`src/hdl/prescaled_match_timer_defines.svh`:
```
`ifndef PRESCALED_MATCH_TIMER_DEFINES_SVH
`define PRESCALED_MATCH_TIMER_DEFINES_SVH

// Same-cycle implication, disabled during reset.
`define PMT_ASSERT_NOW(label, clk, rst, ante, cons, msg) \
  label: assert property (@(posedge clk) disable iff (rst) (ante) |-> (cons)) \
    else $error(msg);

// Next-cycle implication, disabled during reset.
`define PMT_ASSERT_NEXT(label, clk, rst, ante, cons, msg) \
  label: assert property (@(posedge clk) disable iff (rst) (ante) |=> (cons)) \
    else $error(msg);

`endif

```
`src/hdl/pmt_pkg.sv`:
```
package pmt_pkg;

  localparam int DATA_W       = 32;
  localparam int IDX_W        = 4;
  localparam int FLAG_W       = 4;
  localparam int MAX_CHANNELS = 4;
  localparam int CHANNELS_DEF = 4;
  localparam int MCR_BITS     = 3;
  localparam int MCR_IRQ      = 0;
  localparam int MCR_RST      = 1;
  localparam int CTL_W        = 2;
  localparam int CTL_ENABLE   = 0;
  localparam int CTL_HOLD     = 1;

  localparam int S_TDATA_W = 32;
  localparam int S_TUSER_W = 6;
  localparam int M_TDATA_W = 40;

  typedef enum logic [1:0] {
    REQ_TICK  = 2'd0,
    REQ_WRITE = 2'd1,
    REQ_READ  = 2'd2,
    REQ_NONE  = 2'd3
  } req_type_t;

  localparam logic [IDX_W-1:0] REG_FLAGS   = 4'd0;
  localparam logic [IDX_W-1:0] REG_CONTROL = 4'd1;
  localparam logic [IDX_W-1:0] REG_COUNTER = 4'd2;
  localparam logic [IDX_W-1:0] REG_PLIMIT  = 4'd3;
  localparam logic [IDX_W-1:0] REG_PCOUNT  = 4'd4;
  localparam logic [IDX_W-1:0] REG_MCR     = 4'd5;
  localparam logic [IDX_W-1:0] REG_MATCH0  = 4'd6;

  typedef struct packed {
    req_type_t          req_type;
    logic [IDX_W-1:0]   reg_index;
    logic [DATA_W-1:0]  write_data;
  } pmt_req_t;

  typedef struct packed {
    logic [DATA_W-1:0]  read_data;
    logic               irq_pending;
    logic [FLAG_W-1:0]  match_flags;
  } pmt_rsp_t;

endpackage

```
`src/hdl/pmt_core.sv`:
```
`include "prescaled_match_timer_defines.svh"

module pmt_core #(
  parameter int CHANNELS = pmt_pkg::CHANNELS_DEF
) (
  input  logic             clk,
  input  logic             rst,
  input  logic             step,
  input  pmt_pkg::pmt_req_t req,
  output pmt_pkg::pmt_rsp_t rsp
);

  localparam int DW    = pmt_pkg::DATA_W;
  localparam int MCR_W = pmt_pkg::MCR_BITS * CHANNELS;

  logic [DW-1:0]             count_value, count_value_next;
  logic [DW-1:0]             prescale_count, prescale_count_next;
  logic [DW-1:0]             prescale_limit, prescale_limit_next;
  logic [DW-1:0]             match_value [CHANNELS];
  logic [DW-1:0]             match_value_next [CHANNELS];
  logic [MCR_W-1:0]          match_control, match_control_next;
  logic [pmt_pkg::CTL_W-1:0] run_control, run_control_next;
  logic [CHANNELS-1:0]       flag_bits, flag_bits_next;

  logic [CHANNELS-1:0] hit;
  logic [CHANNELS-1:0] hit_irq;
  logic                zero_it;
  logic                hold;
  logic                enable;
  logic                wrap;
  logic [DW-1:0]       read_data;

  assign hold   = run_control[pmt_pkg::CTL_HOLD];
  assign enable = run_control[pmt_pkg::CTL_ENABLE];
  assign wrap   = (prescale_count == prescale_limit);

  always_comb begin
    zero_it = 1'b0;
    for (int c = 0; c < CHANNELS; c++) begin
      hit[c]     = (match_value[c] == count_value);
      hit_irq[c] = hit[c] & match_control[pmt_pkg::MCR_BITS*c + pmt_pkg::MCR_IRQ];
      zero_it    = zero_it | (hit[c] & match_control[pmt_pkg::MCR_BITS*c + pmt_pkg::MCR_RST]);
    end
  end

  always_comb begin
    count_value_next    = count_value;
    prescale_count_next = prescale_count;
    prescale_limit_next = prescale_limit;
    match_control_next  = match_control;
    run_control_next    = run_control;
    flag_bits_next      = flag_bits;
    for (int c = 0; c < CHANNELS; c++) begin
      match_value_next[c] = match_value[c];
    end
    read_data = '0;

    case (req.req_type)
      pmt_pkg::REQ_TICK: begin
        if (hold) begin
          count_value_next    = '0;
          prescale_count_next = '0;
        end else if (enable) begin
          if (wrap) begin
            prescale_count_next = '0;
            flag_bits_next      = flag_bits | hit_irq;
            count_value_next    = zero_it ? '0 : count_value + DW'(1);
          end else begin
            prescale_count_next = prescale_count + DW'(1);
          end
        end
      end
      pmt_pkg::REQ_WRITE: begin
        unique case (req.reg_index)
          pmt_pkg::REG_FLAGS: begin
            flag_bits_next = flag_bits & ~req.write_data[CHANNELS-1:0];
          end
          pmt_pkg::REG_CONTROL: begin
            run_control_next = req.write_data[pmt_pkg::CTL_W-1:0];
            if (req.write_data[pmt_pkg::CTL_HOLD]) begin
              count_value_next    = '0;
              prescale_count_next = '0;
            end
          end
          pmt_pkg::REG_COUNTER: begin
            if (!hold) count_value_next = req.write_data;
          end
          pmt_pkg::REG_PLIMIT: begin
            prescale_limit_next = req.write_data;
          end
          pmt_pkg::REG_PCOUNT: begin
            if (!hold) prescale_count_next = req.write_data;
          end
          pmt_pkg::REG_MCR: begin
            match_control_next = req.write_data[MCR_W-1:0];
          end
          default: begin
            for (int c = 0; c < CHANNELS; c++) begin
              if (req.reg_index == pmt_pkg::IDX_W'(pmt_pkg::REG_MATCH0 + c)) begin
                match_value_next[c] = req.write_data;
              end
            end
          end
        endcase
      end
      pmt_pkg::REQ_READ: begin
        unique case (req.reg_index)
          pmt_pkg::REG_FLAGS:   read_data = DW'(flag_bits);
          pmt_pkg::REG_CONTROL: read_data = DW'(run_control);
          pmt_pkg::REG_COUNTER: read_data = count_value;
          pmt_pkg::REG_PLIMIT:  read_data = prescale_limit;
          pmt_pkg::REG_PCOUNT:  read_data = prescale_count;
          pmt_pkg::REG_MCR:     read_data = DW'(match_control);
          default: begin
            for (int c = 0; c < CHANNELS; c++) begin
              if (req.reg_index == pmt_pkg::IDX_W'(pmt_pkg::REG_MATCH0 + c)) begin
                read_data = match_value[c];
              end
            end
          end
        endcase
      end
      default: begin
      end
    endcase
  end

  always_ff @(posedge clk) begin
    if (rst) begin
      count_value    <= '0;
      prescale_count <= '0;
      prescale_limit <= '0;
      match_control  <= '0;
      run_control    <= '0;
      flag_bits      <= '0;
      for (int c = 0; c < CHANNELS; c++) begin
        match_value[c] <= '0;
      end
    end else if (step) begin
      count_value    <= count_value_next;
      prescale_count <= prescale_count_next;
      prescale_limit <= prescale_limit_next;
      match_control  <= match_control_next;
      run_control    <= run_control_next;
      flag_bits      <= flag_bits_next;
      for (int c = 0; c < CHANNELS; c++) begin
        match_value[c] <= match_value_next[c];
      end
    end
  end

  assign rsp.read_data   = read_data;
  assign rsp.irq_pending = |flag_bits_next;
  assign rsp.match_flags = pmt_pkg::FLAG_W'(flag_bits_next);

  `PMT_ASSERT_NOW(a_hold_clears, clk, rst, hold,
    (count_value == '0) && (prescale_count == '0), "counters not zero while held")
  `PMT_ASSERT_NOW(a_rd_only_on_read, clk, rst, req.req_type != pmt_pkg::REQ_READ,
    read_data == '0, "read data nonzero outside a read")
  `PMT_ASSERT_NEXT(a_idle_stable, clk, rst, !step,
    $stable(count_value) && $stable(flag_bits), "state moved without a beat")

endmodule

```
`src/hdl/prescaled_match_timer.sv`:
```
// Each beat is registered in in_req, then its result in out_rsp, before m_tvalid rises.
// One beat per cycle unless m_tready stalls; compare, prescale and count are combinational.
// s_tready stays high while the output register is empty or being drained.
// Reset (rst, synchronous): clears all timer registers, flags and both pipeline valids.
`include "prescaled_match_timer_defines.svh"

module prescaled_match_timer #(
  parameter int CHANNELS = pmt_pkg::CHANNELS_DEF
) (
  input  logic                          clk,
  input  logic                          rst,
  input  logic                          s_tvalid,
  output logic                          s_tready,
  // write_data[31:0]
  input  logic [pmt_pkg::S_TDATA_W-1:0] s_tdata,
  // req_type[1:0], reg_index[5:2]
  input  logic [pmt_pkg::S_TUSER_W-1:0] s_tuser,
  output logic                          m_tvalid,
  input  logic                          m_tready,
  // read_data[31:0], irq_pending[32], match_flags[36:33], zero[39:37]
  output logic [pmt_pkg::M_TDATA_W-1:0] m_tdata
);

  logic              in_valid;
  pmt_pkg::pmt_req_t in_req;
  pmt_pkg::pmt_rsp_t core_rsp;
  pmt_pkg::pmt_rsp_t out_rsp;
  logic              advance;

  assign advance  = in_valid && (!m_tvalid || m_tready);
  assign s_tready = !in_valid || advance;

  always_ff @(posedge clk) begin
    if (rst) begin
      in_valid <= 1'b0;
    end else if (s_tready) begin
      in_valid <= s_tvalid;
    end
  end

  always_ff @(posedge clk) begin
    if (s_tvalid && s_tready) begin
      in_req.req_type   <= pmt_pkg::req_type_t'(s_tuser[1:0]);
      in_req.reg_index  <= s_tuser[5:2];
      in_req.write_data <= s_tdata;
    end
  end

  pmt_core #(
    .CHANNELS(CHANNELS)
  ) u_core (
    .clk (clk),
    .rst (rst),
    .step(advance),
    .req (in_req),
    .rsp (core_rsp)
  );

  always_ff @(posedge clk) begin
    if (rst) begin
      m_tvalid <= 1'b0;
    end else if (advance) begin
      m_tvalid <= 1'b1;
    end else if (m_tready) begin
      m_tvalid <= 1'b0;
    end
  end

  always_ff @(posedge clk) begin
    if (advance) begin
      out_rsp <= core_rsp;
    end
  end

  assign m_tdata = {3'b000, out_rsp.match_flags, out_rsp.irq_pending, out_rsp.read_data};

  `PMT_ASSERT_NOW(a_irq_matches_flags, clk, rst, m_tvalid,
    out_rsp.irq_pending == (|out_rsp.match_flags), "irq_pending disagrees with flags")
  `PMT_ASSERT_NEXT(a_stall_holds_input, clk, rst, in_valid && m_tvalid && !m_tready,
    in_valid && $stable(in_req), "input stage moved during output stall")
  `PMT_ASSERT_NOW(a_ready_when_empty, clk, rst, !in_valid,
    s_tready, "input stage empty but not ready")

endmodule

```
`config.mk`:
```
export PLATFORM = sky130hd
export DESIGN_NAME = prescaled_match_timer
export DESIGN_NICKNAME = d
export VERILOG_FILES = /design/src/hdl/pmt_pkg.sv /design/src/hdl/pmt_core.sv /design/src/hdl/prescaled_match_timer.sv
export VERILOG_INCLUDE_DIRS = /design/src /design/src/hdl
export SDC_FILE = /design/constraint.sdc
export NUM_CORES = 1
export LEC_CHECK = 0
export BUFFER_PORTS_ARGS = -buffer_cell sky130_fd_sc_hd__buf_4
export CAP_MARGIN = 20
export CORE_MARGIN = 5
export CORE_UTILIZATION = 35
export CTS_CLUSTER_DIAMETER = 30
export DETAILED_ROUTE_END_ITERATION = 8
export PLACE_DENSITY = 0.58
export SLEW_MARGIN = 10
export SYNTH_ARGS = -nofsm -noshare
export SYNTH_HDL_FRONTEND = slang
export SYNTH_SLANG_ARGS = --single-unit
```
`constraint.sdc`:
```
create_clock -name clk -period 7 [get_ports clk]
set_clock_uncertainty 0.15 [all_clocks]
set_input_delay 1.05 -clock clk [delete_from_list [all_inputs] [get_ports clk]]
set_output_delay 1.05 -clock clk [all_outputs]
set_load 0.01 [all_outputs]
```
==> summary.txt <==
Synth cell count leaders -> 203 x edfxtp_1, 184 x nand2_1, 166 x xor2_1
Capture point of the worst path -> u_core.prescale_count[26]
Max-capacitance violation count -> 0
Worst r2r src -> in_req[33]
WL per Instance -> 26.5 um
Final setup fails -> 0
#FFs+latches synth -> 319
Die Y -> 224 um
Fraction of registers with async set/reset -> 0%
Placer Congestion -> 0.967
Count of unique library cells instantiated by Yosys -> 69
Die span in x -> 224 um
Root buf cell -> clkbuf_16
Clock Latency Late Sink -> 0.59 ns
DRT Pass-1 Iters -> 7
Final Hold Fails -> 0
DR iter-0 viols -> 1795
Gates resized, CTS repair -> 0
Power Density -> 301 nW/um^2
Nets -> 1653
Antenna violations before repair -> 1
Clock Tree Buf Depth -> 3
Combinational fraction of design power -> 5.0%
GRT Resource Usage Total -> 23.4%
Period utilization -> 52.7%
WP buf/inv -> 0
R2R Path End -> u_core.prescale_count[26]
Worst Setup Start Kind -> flip-flop
Placed insts -> 2133
Ant diodes -> 0
CP cell instances -> nor2_1, nand2_1, nor2_1, a21oi_1, a211o_1, a221o_1, o21ai_1, nor2_1
Non-filler instance count after layout -> 2266
First-pass GRT wire length -> 87.6 mm
Num CTS Buffers -> 73
Worst-Margin Slew -> 1.11 ns
Reg clk slew, reported paths -> 0.04 ns
Share of layout cells above drive strength 1 -> 16.3%
Static Leak -> 7.33 nW
Max VDD drop -> 0.000177 V
Core Rows -> 78
Antenna viol nets, final -> 0
Num Clock Sinks -> 319
Area of the mapped netlist -> 16100 um^2
Remaining DRCs -> 0
Vias in the first global route -> 12900
Crit. path cell count -> 8
Family with the most delay on the worst path -> simple AND/OR/NAND/NOR gates
RSZ-0062 raised after global routing -> false
Worst setup startpoint -> in_req[33]
Switching Power -> 1.36 mW
Outcome -> finished, final reports clean
Pin count of the biggest net entering global routing -> 63
Internal Power -> 4.52 mW
Top-count cell post-synth -> edfxtp_1
Switching share of power -> 23.2%
TNS Setup -> 0 ns
Worst path slowest cell -> nor2_1
Post-Place Setup Slack -> 3.03 ns
Worst-path fanout max -> 22
H-tree Lvls -> 3
Area of the core -> 45400 um^2
Final worst path period need -> 3.69 ns
WL final -> 60.2 mm
Postcts setup bufs -> 0
Hold Path Class -> flip-flop to flip-flop
Largest cells by area after synthesis -> edfxtp_1 38%, dfxtp_1 14%, xor2_1 9.1%
Peak Freq -> 271 MHz
Synth Area per Inst -> 10.3 um^2
Yosys top cell area share -> 38.0%
Area grow syn2layout -> 21.8%
GRT overflow -> 0
WS Path Type -> flip-flop to flip-flop
Full die area -> 50300 um^2
Vias per cell -> 5.91
Hold bufs inserted after CTS -> 0
Clk pwr share -> 58.3%
Yosys top cell by area -> edfxtp_1
Crit path DAT -> 3.98 ns
# IOs -> 84
Slew Limit Headroom -> 25.9%
Post-synth EDFFs -> 203
Post-detail-place hpwl -> 42.6 mm
Final WS setup -> 3.31 ns
Slew Limit Fails -> 0
Syn Inst Count -> 1558
Top cell by count, worst path -> nor2_1
Main synth FF type -> edfxtp_1
Worst EP required -> 7.29 ns
Total of warnings raised by yosys -> 0
Worst r2r path cells -> 8
TritonCTS clock tree -> done
R2R setup slack -> 3.31 ns
Worst Setup End Kind -> flip-flop
# port buffers -> 80
Via count -> 13400
Delay of the slowest critical-path stage -> 0.99 ns
Reg power frac -> 36.7%
Sequential fraction of the synthesis area -> 52.4%
Initial Util -> 35.4%
Design Power -> 5.88 mW
worst min-delay path by stage:
stage / start / to / slack [ns] / cells past startpoint
floorplan: u_core.match_control[11] / u_core.match_control[11] / 0.29 / 2
global placement: u_core.match_control[11] / u_core.match_control[11] / 0.29 / 2
detailed placement: u_core.match_control[11] / u_core.match_control[11] / 0.30 / 2
CTS: u_core.match_control[11] / u_core.match_control[11] / 0.30 / 2
global route: u_core.match_control[11] / u_core.match_control[11] / 0.32 / 2
finish: u_core.match_control[11] / u_core.match_control[11] / 0.31 / 2
cell usage in the layout, fill, tap and decap left out, types with 13 or more instances in the layout:
master,n
xor2_1,166
nor2_1,64
nor4_1,47
edfxtp_1,203
buf_4,106
a22o_1,14
dfxtp_1,116
nand3_1,26
nand4_1,20
a21oi_1,81
o21ai_0,32
o21ai_1,30
a31oi_1,24
a22oi_1,85
and3_1,28
nand2_1,184
nor3_1,31
mux2_2,13
clkbuf_16,76
inv_1,21
and2_1,67
kinds of logic (layout without fill, tap and decap cells):
| kind of cell | count (synthesis) | after routing | share of synthesized area [%] |
|---|---|---|---|
| fa+ha+maj | 2 | 2 | 0.156 |
| simple gates | 523 | 523 | 16.5 |
| compound gates | 365 | 365 | 15.7 |
| flops | 319 | 319 | 52.4 |
| buf+inv | 157 | 263 | 4.50 |
| mux | 22 | 22 | 1.47 |
| xor+xnor | 169 | 169 | 9.22 |
| other cells | 1 | 3 | 0.0234 |
power by group through the flow:
stage | combinational (mW) | sequential (mW) | clock, mW
2_1_floorplan | 0.165 | 2.15 | 0
3_3_place_gp | 0.285 | 2.19 | 0
3_5_place_dp | 0.288 | 2.19 | 0
4_1_cts | 0.289 | 2.15 | 3.47
5_1_grt | 0.308 | 2.16 | 3.58
6_report | 0.292 | 2.16 | 3.43
cell type report:
| type | instances | area [um^2] |
|---|---|---|
| fill | 4320 | 25800 |
| sequential | 319 | 8420 |
| multi-input combinational | 1084 | 6990 |
| clock buffer | 91 | 2000 |
| timing repair buffer | 107 | 816 |
| tap | 600 | 751 |
| clock inverter | 41 | 487 |
| inverter | 24 | 90.1 |
tightest hold or removal path, cell delays in order, from the launching register on:
cell	delay, ns
dfxtp_1	0.30
nand2_1	0.05
a21oi_1	0.05
flip-flops by register name (all words and copies together), names as in the netlist:
signal,count
u_core.match_value,128
in_req,38
m_tdata,37
u_core.count_value,32
u_core.prescale_count,32
u_core.prescale_limit,32
u_core.match_control,12
u_core.flag_bits,4
u_core.run_control,2
in_valid,1
m_tvalid,1
through the flow:
step / util [%] / hold WS [ns] / cell area (um^2)
global route: 43.1 / 0.319 / 19600
floorplan: - / 0.286 / 16100
detailed placement: 37.6 / 0.297 / 17000
CTS: 43.0 / 0.303 / 19500
finish: 43.1 / 0.305 / 19600
global placement: 37.5 / 0.294 / 17000
metal layers:
metal,GRT usage (%),up-vias,routed length (um),part of all wire [%]
met1,32.0,6600,24700,41
met2,34.9,800,26600,44
li1,-,5850,-,-
met4,11.8,0,2960,4.9
met5,0,-,0,0
met3,5.53,134,5910,9.8
(Power assumes the default switching activity.)
